`config.mk`:
```
export PLATFORM = sky130hd
export DESIGN_NAME = ps2_mouse_packet_tracker_top
export DESIGN_NICKNAME = d
export VERILOG_FILES = /design/src/design/ps2mpt_pkg.sv /design/src/design/ps2mpt_core.sv /design/src/design/ps2_mouse_packet_tracker_top.sv
export SDC_FILE = /design/constraint.sdc
export NUM_CORES = 1
export LEC_CHECK = 0
export BUFFER_PORTS_ARGS = -buffer_cell sky130_fd_sc_hd__buf_2
export CAP_MARGIN = 30
export CELL_PAD_IN_SITES_DETAIL_PLACEMENT = 2
export CELL_PAD_IN_SITES_GLOBAL_PLACEMENT = 2
export CORE_MARGIN = 4
export CORE_UTILIZATION = 40
export CTS_CLUSTER_SIZE = 10
export DETAILED_ROUTE_END_ITERATION = 16
export GPL_TIMING_DRIVEN = 0
export PLACE_DENSITY_LB_ADDON = 0.2
export SYNTH_ARGS = -nofsm -noshare
export SYNTH_HDL_FRONTEND = slang
export SYNTH_SLANG_ARGS = --single-unit
export TNS_END_PERCENT = 100
```
`constraint.sdc`:
```
create_clock -name clk -period 16.85 [get_ports clk]
set_clock_uncertainty 0.2 [all_clocks]
set_input_delay 0 -clock clk [delete_from_list [all_inputs] [get_ports clk]]
set_output_delay 0 -clock clk [all_outputs]
set_load 0.005 [all_outputs]
```
`src/design/ps2mpt_pkg.sv`:
```
// Package for the PS/2 mouse packet tracker: widths, field codes and the
// item, state and result types shared by the core and the top level.
// Depends on nothing.
package ps2mpt_pkg;

    // Cursor coordinate width; the screen bound may reach 2**POS_BITS.
    localparam int POS_BITS = 12;
    localparam int BND_W    = POS_BITS + 1;
    localparam int CFG_W    = 13;
    localparam int ABS_W    = 16;

    localparam logic [BND_W-1:0] BOUND_MAX = {1'b1, {POS_BITS{1'b0}}};
    localparam logic [ABS_W-1:0] ABS_FULL  = 16'hFFFF;

    localparam logic [CFG_W-1:0] WIDTH_RESET  = 13'd1280;
    localparam logic [CFG_W-1:0] HEIGHT_RESET = 13'd720;

    // Item kinds carried on tuser.
    localparam logic ACT_RAW = 1'b0;
    localparam logic ACT_ABS = 1'b1;

    // Position of the next raw byte within a packet.
    localparam logic [1:0] BYTE_FIRST  = 2'd0;
    localparam logic [1:0] BYTE_SECOND = 2'd1;
    localparam logic [1:0] BYTE_THIRD  = 2'd2;

    // Bits of the first packet byte.
    localparam int          SYNC_BIT  = 3;
    localparam int          XSIGN_BIT = 4;
    localparam int          YSIGN_BIT = 5;
    localparam logic [7:0]  OVF_MASK  = 8'hC0;

    typedef struct packed {
        logic                action;
        logic [7:0]          data_byte;
        logic [ABS_W-1:0]    abs_x_in;
        logic [ABS_W-1:0]    abs_y_in;
        logic [2:0]          abs_buttons_in;
    } item_t;

    typedef struct packed {
        logic [7:0]          first_byte;
        logic [7:0]          second_byte;
        logic [1:0]          byte_position;
        logic [POS_BITS-1:0] cursor_x;
        logic [POS_BITS-1:0] cursor_y;
        logic [2:0]          last_buttons;
    } state_t;

    typedef struct packed {
        logic signed [8:0]   delta_x;
        logic signed [9:0]   delta_y;
        logic [POS_BITS-1:0] pos_x;
        logic [POS_BITS-1:0] pos_y;
        logic [2:0]          button_levels;
        logic [2:0]          pressed_edges;
        logic [2:0]          released_edges;
    } result_t;

endpackage

```
`src/design/ps2mpt_core.sv`:
```
// Combinational update of the PS/2 mouse packet tracker for one item:
// packet assembly, validity check, cursor update, absolute scaling.
// Depends on ps2mpt_pkg.
module ps2mpt_core
    import ps2mpt_pkg::*;
(
    input  item_t            item,
    input  state_t           state,
    input  logic [CFG_W-1:0] screen_width,
    input  logic [CFG_W-1:0] screen_height,
    output state_t           state_next,
    output result_t          result,
    output logic             result_valid
);

    // A bound of zero acts as one; a bound above the coordinate range is limited to it.
    function automatic logic [BND_W-1:0] eff_bound(input logic [CFG_W-1:0] raw);
        logic [CFG_W+BND_W-1:0] raw_wide;
        raw_wide = (CFG_W+BND_W)'(raw);
        if (raw == '0)
            return BND_W'(1);
        else if (raw_wide > (CFG_W+BND_W)'(BOUND_MAX))
            return BOUND_MAX;
        else
            return BND_W'(raw);
    endfunction

    // floor(a * bound / 65535), clamped to bound - 1. The quotient is first
    // estimated as the product shifted down by 16; the remainder then equals
    // the low half plus that estimate and needs at most one correction.
    function automatic logic [POS_BITS-1:0] scale_abs(input logic [ABS_W-1:0] a,
                                                      input logic [BND_W-1:0] bound);
        logic [ABS_W+BND_W-1:0] prod;
        logic [BND_W-1:0]       q0;
        logic [ABS_W:0]         rem;
        logic [BND_W-1:0]       q;
        prod = (ABS_W+BND_W)'(a) * (ABS_W+BND_W)'(bound);
        q0   = prod[ABS_W +: BND_W];
        rem  = {1'b0, prod[ABS_W-1:0]} + (ABS_W+1)'(q0);
        q    = (rem >= {1'b0, ABS_FULL}) ? q0 + 1'b1 : q0;
        if (q >= bound)
            q = bound - 1'b1;
        return q[POS_BITS-1:0];
    endfunction

    // Cursor plus signed movement, clamped to 0..bound-1.
    function automatic logic [POS_BITS-1:0] clamp_pos(input logic [POS_BITS-1:0] cur,
                                                      input logic signed [9:0] delta,
                                                      input logic [BND_W-1:0] bound);
        logic signed [POS_BITS+1:0] sum;
        sum = $signed({2'b00, cur}) + $signed({{(POS_BITS-8){delta[9]}}, delta});
        if (sum[POS_BITS+1])
            return '0;
        else if (sum[POS_BITS:0] >= bound)
            return POS_BITS'(bound - 1'b1);
        else
            return sum[POS_BITS-1:0];
    endfunction

    logic [BND_W-1:0]  bound_x;
    logic [BND_W-1:0]  bound_y;
    logic              packet_good;
    logic signed [8:0] dx;
    logic signed [8:0] dy_raw;
    logic signed [9:0] dy;
    logic [2:0]        buttons;

    assign bound_x     = eff_bound(screen_width);
    assign bound_y     = eff_bound(screen_height);
    assign packet_good = state.first_byte[SYNC_BIT] && ((state.first_byte & OVF_MASK) == '0);
    assign dx          = {state.first_byte[XSIGN_BIT], state.second_byte};
    assign dy_raw      = {state.first_byte[YSIGN_BIT], item.data_byte};
    assign dy          = 10'sd0 - {dy_raw[8], dy_raw};

    always_comb
    begin
        state_next   = state;
        result_valid = 1'b0;
        buttons      = item.abs_buttons_in;
        result       = '0;

        if (item.action == ACT_ABS)
        begin
            state_next.cursor_x = scale_abs(item.abs_x_in, bound_x);
            state_next.cursor_y = scale_abs(item.abs_y_in, bound_y);
            result_valid        = 1'b1;
        end
        else
        begin
            case (state.byte_position)
                BYTE_FIRST:
                begin
                    state_next.first_byte    = item.data_byte;
                    state_next.byte_position = BYTE_SECOND;
                end
                BYTE_SECOND:
                begin
                    state_next.second_byte   = item.data_byte;
                    state_next.byte_position = BYTE_THIRD;
                end
                default:
                begin
                    state_next.byte_position = BYTE_FIRST;
                    if (packet_good)
                    begin
                        buttons             = state.first_byte[2:0];
                        state_next.cursor_x = clamp_pos(state.cursor_x, {dx[8], dx}, bound_x);
                        state_next.cursor_y = clamp_pos(state.cursor_y, dy, bound_y);
                        result.delta_x      = dx;
                        result.delta_y      = dy;
                        result_valid        = 1'b1;
                    end
                end
            endcase
        end

        if (result_valid)
        begin
            state_next.last_buttons = buttons;
            result.pos_x            = state_next.cursor_x;
            result.pos_y            = state_next.cursor_y;
            result.button_levels    = buttons;
            result.pressed_edges    = buttons & ~state.last_buttons;
            result.released_edges   = state.last_buttons & ~buttons;
        end
    end

endmodule

```
`src/design/ps2_mouse_packet_tracker_top.sv`:
```
// Top level of the PS/2 mouse packet tracker: stream ports, APB register
// file, input and result registers around the update core.
// Depends on ps2mpt_pkg and ps2mpt_core.
//
// Usage:
// The slave stream (s_tvalid, s_tready, s_tdata, s_tuser) carries one item per
// transfer: either a raw byte from the mouse port (s_tuser low) or an absolute
// position report (s_tuser high). Every third raw byte completes a packet; a
// good packet, and every absolute report, produces one result transfer on the
// master stream (m_tvalid, m_tready, m_tdata). Bad packets and the first two
// bytes of a packet produce nothing.
// An accepted item is held in an input register while the core computes; the
// result is then loaded into the output register, which drives m_tvalid. One
// item is accepted every cycle while the output register is free or being
// emptied; the update loop through the cursor and packet registers is
// combinational in the core.
// When the receiver stalls, the pending result stays in the output register
// and one more item waits in the input register; s_tready then drops until
// m_tready returns.
// Reset clears the cursor, packet assembly and button history and loads the screen
// bounds with 1280 by 720. The user writes the bounds over the APB port (width at
// 0x0, height at 0x4) only while the stream is idle; the block does not enforce it.
module ps2_mouse_packet_tracker_top
    import ps2mpt_pkg::*;
(
    input  logic        clk,
    input  logic        rst_n,

    input  logic        s_tvalid,
    output logic        s_tready,
    // s_tdata fields from bit 0: data_byte[7:0], abs_x_in[23:8], abs_y_in[39:24],
    // abs_buttons_in[42:40], zero fill [47:43].
    input  logic [47:0] s_tdata,
    // s_tuser fields from bit 0: action.
    input  logic        s_tuser,

    output logic        m_tvalid,
    input  logic        m_tready,
    // m_tdata fields from bit 0: delta_x[8:0], delta_y[18:9], pos_x[30:19],
    // pos_y[42:31], button_levels[45:43], pressed_edges[48:46],
    // released_edges[51:49], zero fill [55:52].
    output logic [55:0] m_tdata,

    input  logic        psel,
    input  logic        penable,
    input  logic        pwrite,
    input  logic [2:0]  paddr,
    input  logic [31:0] pwdata,
    output logic [31:0] prdata,
    output logic        pready
);

    // Register index taken from the word address.
    localparam logic REG_SCREEN_WIDTH  = 1'b0;
    localparam logic REG_SCREEN_HEIGHT = 1'b1;

    logic [CFG_W-1:0] width_reg;
    logic [CFG_W-1:0] height_reg;

    logic             in_valid_reg;
    logic             in_valid_next;
    item_t            item_reg;
    item_t            item_next;

    state_t           state_reg;
    state_t           state_next;

    logic             out_valid_reg;
    logic             out_valid_next;
    result_t          out_reg;
    result_t          out_next;

    result_t          core_result;
    logic             core_result_valid;
    logic             fire;
    logic             cfg_write;

    // Configuration port. Writes complete in the access phase; reads return
    // the stored bound.
    assign pready    = 1'b1;
    assign cfg_write = psel && penable && pwrite && pready;

    always_comb
    begin
        case (paddr[2])
            REG_SCREEN_WIDTH:  prdata = {{(32-CFG_W){1'b0}}, width_reg};
            REG_SCREEN_HEIGHT: prdata = {{(32-CFG_W){1'b0}}, height_reg};
            default:           prdata = '0;
        endcase
    end

    always_ff @(posedge clk or negedge rst_n)
    begin
        if (!rst_n)
        begin
            width_reg  <= WIDTH_RESET;
            height_reg <= HEIGHT_RESET;
        end
        else if (cfg_write)
        begin
            if (paddr[2] == REG_SCREEN_WIDTH)
                width_reg <= pwdata[CFG_W-1:0];
            else
                height_reg <= pwdata[CFG_W-1:0];
        end
    end

    // The item in the input register is processed whenever the output
    // register is free or being emptied in the same cycle.
    assign fire     = in_valid_reg && (!out_valid_reg || m_tready);
    assign s_tready = !in_valid_reg || fire;

    ps2mpt_core u_core (
        .item          (item_reg),
        .state         (state_reg),
        .screen_width  (width_reg),
        .screen_height (height_reg),
        .state_next    (state_next),
        .result        (core_result),
        .result_valid  (core_result_valid)
    );

    always_comb
    begin
        item_next.action         = s_tuser;
        item_next.data_byte      = s_tdata[7:0];
        item_next.abs_x_in       = s_tdata[23:8];
        item_next.abs_y_in       = s_tdata[39:24];
        item_next.abs_buttons_in = s_tdata[42:40];

        in_valid_next = in_valid_reg;
        if (s_tready)
            in_valid_next = s_tvalid;

        out_valid_next = out_valid_reg;
        out_next       = out_reg;
        if (fire && core_result_valid)
        begin
            out_valid_next = 1'b1;
            out_next       = core_result;
        end
        else if (m_tready)
        begin
            out_valid_next = 1'b0;
        end
    end

    // Control state and tracker state.
    always_ff @(posedge clk or negedge rst_n)
    begin
        if (!rst_n)
        begin
            in_valid_reg  <= 1'b0;
            out_valid_reg <= 1'b0;
            state_reg     <= '0;
        end
        else
        begin
            in_valid_reg  <= in_valid_next;
            out_valid_reg <= out_valid_next;
            if (fire)
                state_reg <= state_next;
        end
    end

    // Payload registers.
    always_ff @(posedge clk)
    begin
        if (s_tready)
            item_reg <= item_next;
        out_reg <= out_next;
    end

    assign m_tvalid = out_valid_reg;
    assign m_tdata  = {4'b0000,
                       out_reg.released_edges,
                       out_reg.pressed_edges,
                       out_reg.button_levels,
                       out_reg.pos_y,
                       out_reg.pos_x,
                       out_reg.delta_y,
                       out_reg.delta_x};

endmodule

```
==> results.yml, run 1 <==
clock_network:
  post_cts_buffers: 0
  numClockSinks: 169
  cts_tree: "built"
  clock_path_buffers: 2
  clkLatencyLatePin_ns: 0.51
  cts_buffers: 17
  htree_levels: 4
  cts_root_buffer: "clkbuf_16"
  cts.reportedPaths.clkPinSlew_ns: 0.10
  ctsResizeCount: 0
detailed_routing:
  first_pass_iters: 5
  drc: 0
  detail_route.vias_per_cell: 5.61
  drtIter0Drc: 1421
  wl_per_cell_um: 25.1
  drt_wl_total_um: 102000
  antenna_left: 0
  vias: 22800
logic_synthesis:
  ys_warn_count: 0
  ys_ff_latch: 169
  ys_seq_area_frac: 0.180
  netlist_area_um2: 26200
  synth_flop_cell: "edfxtp_1"
  syn_avg_cell_area_um2: 8.95
  netlist_instances: 2930
  synth_async_sr_flop_share: 0.432
  ys_types: 84
  synth-edff-count: 96
worst_setup_path:
  start_kind: "flop"
  crit_path_end_kind: "flop"
  r2r_start: "width_reg[12]$_DFFE_PN0P_"
  path_buf_inv: 8
  crit_start: "width_reg[12]$_DFFE_PN0P_"
  worstPathArrival_ns: 15.83
  crit_family: "compound AO/OA/AOI/OAI gates"
  cpPeakStageDelay_ns: 0.92
  cp_max_fo: 10
  critPathRequiredTime_ns: 16.89
  path_class: "flop to flop"
  critPathSlowestCell: "nor2b_1"
final_layout:
  largest_reg_flops: 52
  multi_input_area_um2: 19000
  fin_area_um2: 29600
  synthToLayoutAreaGrowth_pct: 13.0
  nets: 3857
  fillers: 7093
  seq_area_um2: 4720
  layout.cells.non_filler: 4067
  final_layout_size_suffix_gt1_frac: 0.0897
  final_common_cell: "inv_1"
  layout_common_cells: "inv_1, fa_1, nand2_1, ha_1, and2_1"
run_status:
  status: "finished clean"
global_routing:
  grt_usage: 0.293
  antenna_found_initial: 5
  grt-ovfl-total: 0
  grt_first_pass_wirelength_um: 159000
  grt_pass1_vias: 26300
  grt_max_degree: 68
placed_design:
  placed_cell_area_um2: 28100
  dp_cells: 3946
  port_buffers: 130
  dp_hpwl_um: 81300
  gp_congestion: 0.918
floorplanning:
  die_area_um2: 69700
  ioPinCount: 182
  core_um2: 64700
  initial_core_util: 0.405
  die_h_um: 264
  std_cell_rows: 93
  die_w_um: 264
sta:
  hold_viol: 0
  slew_headroom: 0.291
  slew_violations: 0
  worst-slew-pin-transition_ns: 1.06
  max_freq_mhz: 63.3
  tns_ns: 0
  period_needed_ns: 15.79
  grt_setup_unrepaired: "no"
  fin_crit_sh: 0.937
  setup_viol: 0
  whs_ns: 0.0254
worst_hold_path:
  worstHoldPathType: "input port to flop"
  min_from: "s_tdata[24]"
run:
  drv_cap: 0
[final cells by class]
cell class / count / area share
Inverter: 520 / 0.0659
Buffer: 141 / 0.0212
Clock buffer: 18 / 0.0148
Antenna cell: 2 / 0.000169
Multi-Input combinational cell: 2122 / 0.642
Timing Repair Buffer: 226 / 0.0558
Sequential cell: 169 / 0.159
Tap cell: 855 / 0.0361
Clock inverter: 14 / 0.00507
[per-stage QoR]
step / utilization / worst slack, ns
CTS: 0.457 / 1.25
detailed placement: 0.435 / 1.37
finish: 0.458 / 1.06
global route: 0.458 / 0.231
floorplan: - / 5.07
global placement: 0.433 / 1.77
[per-layer routing]
| metal | wire length [um] | part of all wire | up-vias | GRT usage |
|---|---|---|---|---|
| li1 | - | - | 10100 | - |
| met3 | 4690 | 0.046 | 150 | 0.0370 |
| met2 | 51200 | 0.50 | 639 | 0.519 |
| met1 | 43300 | 0.42 | 12000 | 0.377 |
| met5 | 0 | 0 | - | 0 |
| met4 | 2920 | 0.029 | 0 | 0.0857 |
[cell usage after synthesis (11+ instances only)]
master / instances / area [um2]
a211oi_1: 17 / 128
a21o_1: 35 / 263
a21oi_1: 93 / 465
a31oi_1: 11 / 68.8
and2_1: 236 / 1480
and3_1: 28 / 175
buf_4: 25 / 188
clkbuf_1: 104 / 390
dfrtp_1: 67 / 1680
edfxtp_1: 96 / 2880
fa_1: 312 / 6250
ha_1: 257 / 3220
inv_1: 520 / 1950
mux2_2: 53 / 597
mux2i_1: 17 / 170
nand2_1: 308 / 1160
nand2b_1: 22 / 138
nand3_1: 29 / 145
nand4_1: 25 / 156
nor2_1: 93 / 349
nor2b_1: 42 / 263
nor3_1: 40 / 200
o2111ai_1: 13 / 114
o211ai_1: 22 / 165
o21a_1: 34 / 255
o21ai_0: 95 / 475
o21bai_1: 11 / 82.6
or3_1: 16 / 100
xnor2_1: 93 / 815
xor2_1: 28 / 245
[path summary, 6_finish.rpt]
kind / end / slack (ns) / cells after the start
hold / removal: item_reg[3]$_DFFE_PP_ / 0.03 / 2
setup reg to reg: m_tdata[29]$_SDFFCE_PP0P_ / 1.06 / 48
hold reg to reg: state_reg[38]$_DFFE_PN0P_ / 0.32 / 2
setup / recovery: m_tdata[29]$_SDFFCE_PP0P_ / 1.06 / 48
min in group asynchronous: state_reg[11]$_DFFE_PN0P_ / 0.33 / 3
max in group asynchronous: height_reg[4]$_DFFE_PN1P_ / 15.37 / 4
[worst register-to-register path: cells and delay by family, from the launching register on]
family	cells	cell delay [ns]
flip-flops	1	0.42
adder cells (fa/ha/maj)	8	3.44
buffers and inverters	8	2.05
XOR/XNOR	1	0.58
AND/OR/NAND/NOR	10	3.33
AO/OA/AOI/OAI	21	5.49
[cell families after synthesis]
kind of cell | Yosys count | share of synthesized area
simple gates | 896 | 0.175
buf+inv | 661 | 0.0984
fa+ha+maj | 569 | 0.361
compound gates | 442 | 0.115
flops | 169 | 0.180
xor+xnor | 121 | 0.0404
mux | 70 | 0.0293
other cells | 2 | 0.000287
[repair_timing]
action | CTS | global route
setup endpoints to repair | 0 | 0
endpoints found under the hold margin | 145 | 0
hold buffers | 86 | 0
Power of run 1 is left out: the tool's default activity adds up to more than one toggle a clock period on the data nets, which glitch-free logic cannot reach.
==> inputs of run 2 (changes only) <==
--- a/config.mk
+++ b/config.mk
@@ -7,14 +7,15 @@
 export LEC_CHECK = 0
 export BUFFER_PORTS_ARGS = -buffer_cell sky130_fd_sc_hd__buf_2
 export CAP_MARGIN = 30
-export CELL_PAD_IN_SITES_DETAIL_PLACEMENT = 2
-export CELL_PAD_IN_SITES_GLOBAL_PLACEMENT = 2
+export CELL_PAD_IN_SITES_DETAIL_PLACEMENT = 0
+export CELL_PAD_IN_SITES_GLOBAL_PLACEMENT = 1
 export CORE_MARGIN = 4
-export CORE_UTILIZATION = 40
+export CORE_UTILIZATION = 45
 export CTS_CLUSTER_SIZE = 10
 export DETAILED_ROUTE_END_ITERATION = 16
 export GPL_TIMING_DRIVEN = 0
 export PLACE_DENSITY_LB_ADDON = 0.2
+export SLEW_MARGIN = 20
 export SYNTH_ARGS = -nofsm -noshare
 export SYNTH_HDL_FRONTEND = slang
 export SYNTH_SLANG_ARGS = --single-unit
==> results.yml, run 2 (synthesis results as in run 1) <==
sta:
  setup_viol: 0
  hold_viol: 0
  grt_setup_unrepaired: "no"
  period_needed_ns: 15.22
  max_freq_mhz: 65.7
  fin_crit_sh: 0.903
  slew_headroom: 0.342
  tns_ns: 0
  slew_violations: 0
  worst-slew-pin-transition_ns: 0.985
detailed_routing:
  first_pass_iters: 5
  detail_route.vias_per_cell: 5.43
  antenna_left: 0
  vias: 21700
  drtIter0Drc: 1417
  drt_wl_total_um: 78800
  wl_per_cell_um: 19.7
  drc: 0
final_layout:
  multi_input_area_um2: 19000
  synthToLayoutAreaGrowth_pct: 13.0
  final_common_cell: "inv_1"
  layout_common_cells: "inv_1, fa_1, nand2_1, ha_1, and2_1"
  fillers: 5444
  largest_reg_flops: 52
  final_layout_size_suffix_gt1_frac: 0.0900
  seq_area_um2: 4720
  antenna-diode-count: 0
  nets: 3870
clock_network:
  htree_levels: 4
  cts_buffers: 17
  numClockSinks: 169
  cts.reportedPaths.clkPinSlew_ns: 0.10
  post_cts_buffers: 0
  ctsResizeCount: 0
  clkLatencyLatePin_ns: 0.51
  clock_path_buffers: 2
  holdBufCountCts: 98
  cts_tree: "built"
  cts_root_buffer: "clkbuf_16"
floorplanning:
  die_area_um2: 62200
  die_h_um: 249
  std_cell_rows: 88
  initial_core_util: 0.454
  core_um2: 57700
  ioPinCount: 182
  die_w_um: 249
worst_hold_path:
  min_from: "s_tdata[32]"
  whs_path_depth: 2
  whs_endpoint: "item_reg[11]$_DFFE_PP_"
  worstHoldPathType: "input port to flop"
global_routing:
  grt_max_degree: 56
  grt_first_pass_wirelength_um: 124000
  use_met1: 0.361
  grt_util_met2: 0.413
  grt_use_met3: 0.0388
  antenna_found_initial: 0
  grt_usage: 0.254
  grt_pass1_vias: 22000
  gr-max-usage-layer: "met2"
  grt-ovfl-total: 0
worst_setup_path:
  critPathRequiredTime_ns: 16.83
  crit_top_cell: "fa_1"
  r2r_end: "m_tdata[19]$_SDFFCE_PP0P_"
  cp_max_fo: 10
  crit_path_end_kind: "flop"
  r2r_cells: 48
  critPathSlowestCell: "nor2b_1"
  path_class: "flop to flop"
  r2r_start: "width_reg[12]$_DFFE_PN0P_"
  worstPathArrival_ns: 15.20
  start_kind: "flop"
  cpPeakStageDelay_ns: 0.84
  reg2reg_slack_ns: 1.63
placed_design:
  dp_hpwl_um: 64700
  gp_congestion: 0.925
  port_buffers: 130
run_status:
  status: "finished clean"
run:
  drv_cap: 0
==> run 2: changes by cell type in the layout (fill, tap and decap cells not counted), sizes merged <==
cell and change:
clkinv +1, clkinvlp +1, diode -2, dlygate4sd3 +12, inv -1
==> run 2: worst max-delay path by stage <==
| stage | start | to |
|---|---|---|
| final | width_reg[12]$_DFFE_PN0P_ | m_tdata[19]$_SDFFCE_PP0P_ |
| after global routing | width_reg[12]$_DFFE_PN0P_ | m_tdata[19]$_SDFFCE_PP0P_ |
| after CTS | width_reg[12]$_DFFE_PN0P_ | m_tdata[19]$_SDFFCE_PP0P_ |
| after detailed placement | width_reg[12]$_DFFE_PN0P_ | m_tdata[19]$_SDFFCE_PP0P_ |
| after global placement | width_reg[12]$_DFFE_PN0P_ | m_tdata[19]$_SDFFCE_PP0P_ |
| after floorplan | width_reg[12]$_DFFE_PN0P_ | m_tdata[20]$_SDFFCE_PP0P_ |
==> run 2: layout make-up <==
type | instances | area share
timing repair buffer | 239 | 0.0596
sequential | 169 | 0.159
clock inverter | 15 | 0.00583
multi-input combinational | 2122 | 0.642
buffer | 141 | 0.0212
tap | 765 | 0.0323
clock buffer | 17 | 0.0144
inverter | 520 | 0.0659
==> run 2: metal layers <==
layer	share of wire	vias up
li1	-	10100
met1	0.46	10800
met3	0.066	86
met5	0	-
met4	0.017	0
met2	0.46	697
==> run 2: worst max-delay path, delay by kind of cell, from the launching register on <==
kind                       cells  cell delay (ns)
adders and majority gates      8             3.37
AOI/OAI and AO/OA             22             5.71
buffers and inverters          8             2.00
and+or+nand+nor                9             2.67
xor gates and xnor gates       1             0.49
DFF                            1             0.41
==> run 2: stage by stage <==
stage	utilization	area [um2]	hold slack, ns	worst slack, ns	instances
after floorplan	-	26300	-0.496	5.07	2952
after global placement	0.484	27900	-0.0239	2.09	3847
after detailed placement	0.485	28000	-0.290	1.91	3854
after CTS	0.513	29600	0.000287	1.84	3984
after global routing	0.513	29600	0.0341	0.700	3988
final	0.513	29600	0.0249	1.63	3988
Power of run 2 is left out for the same reason.
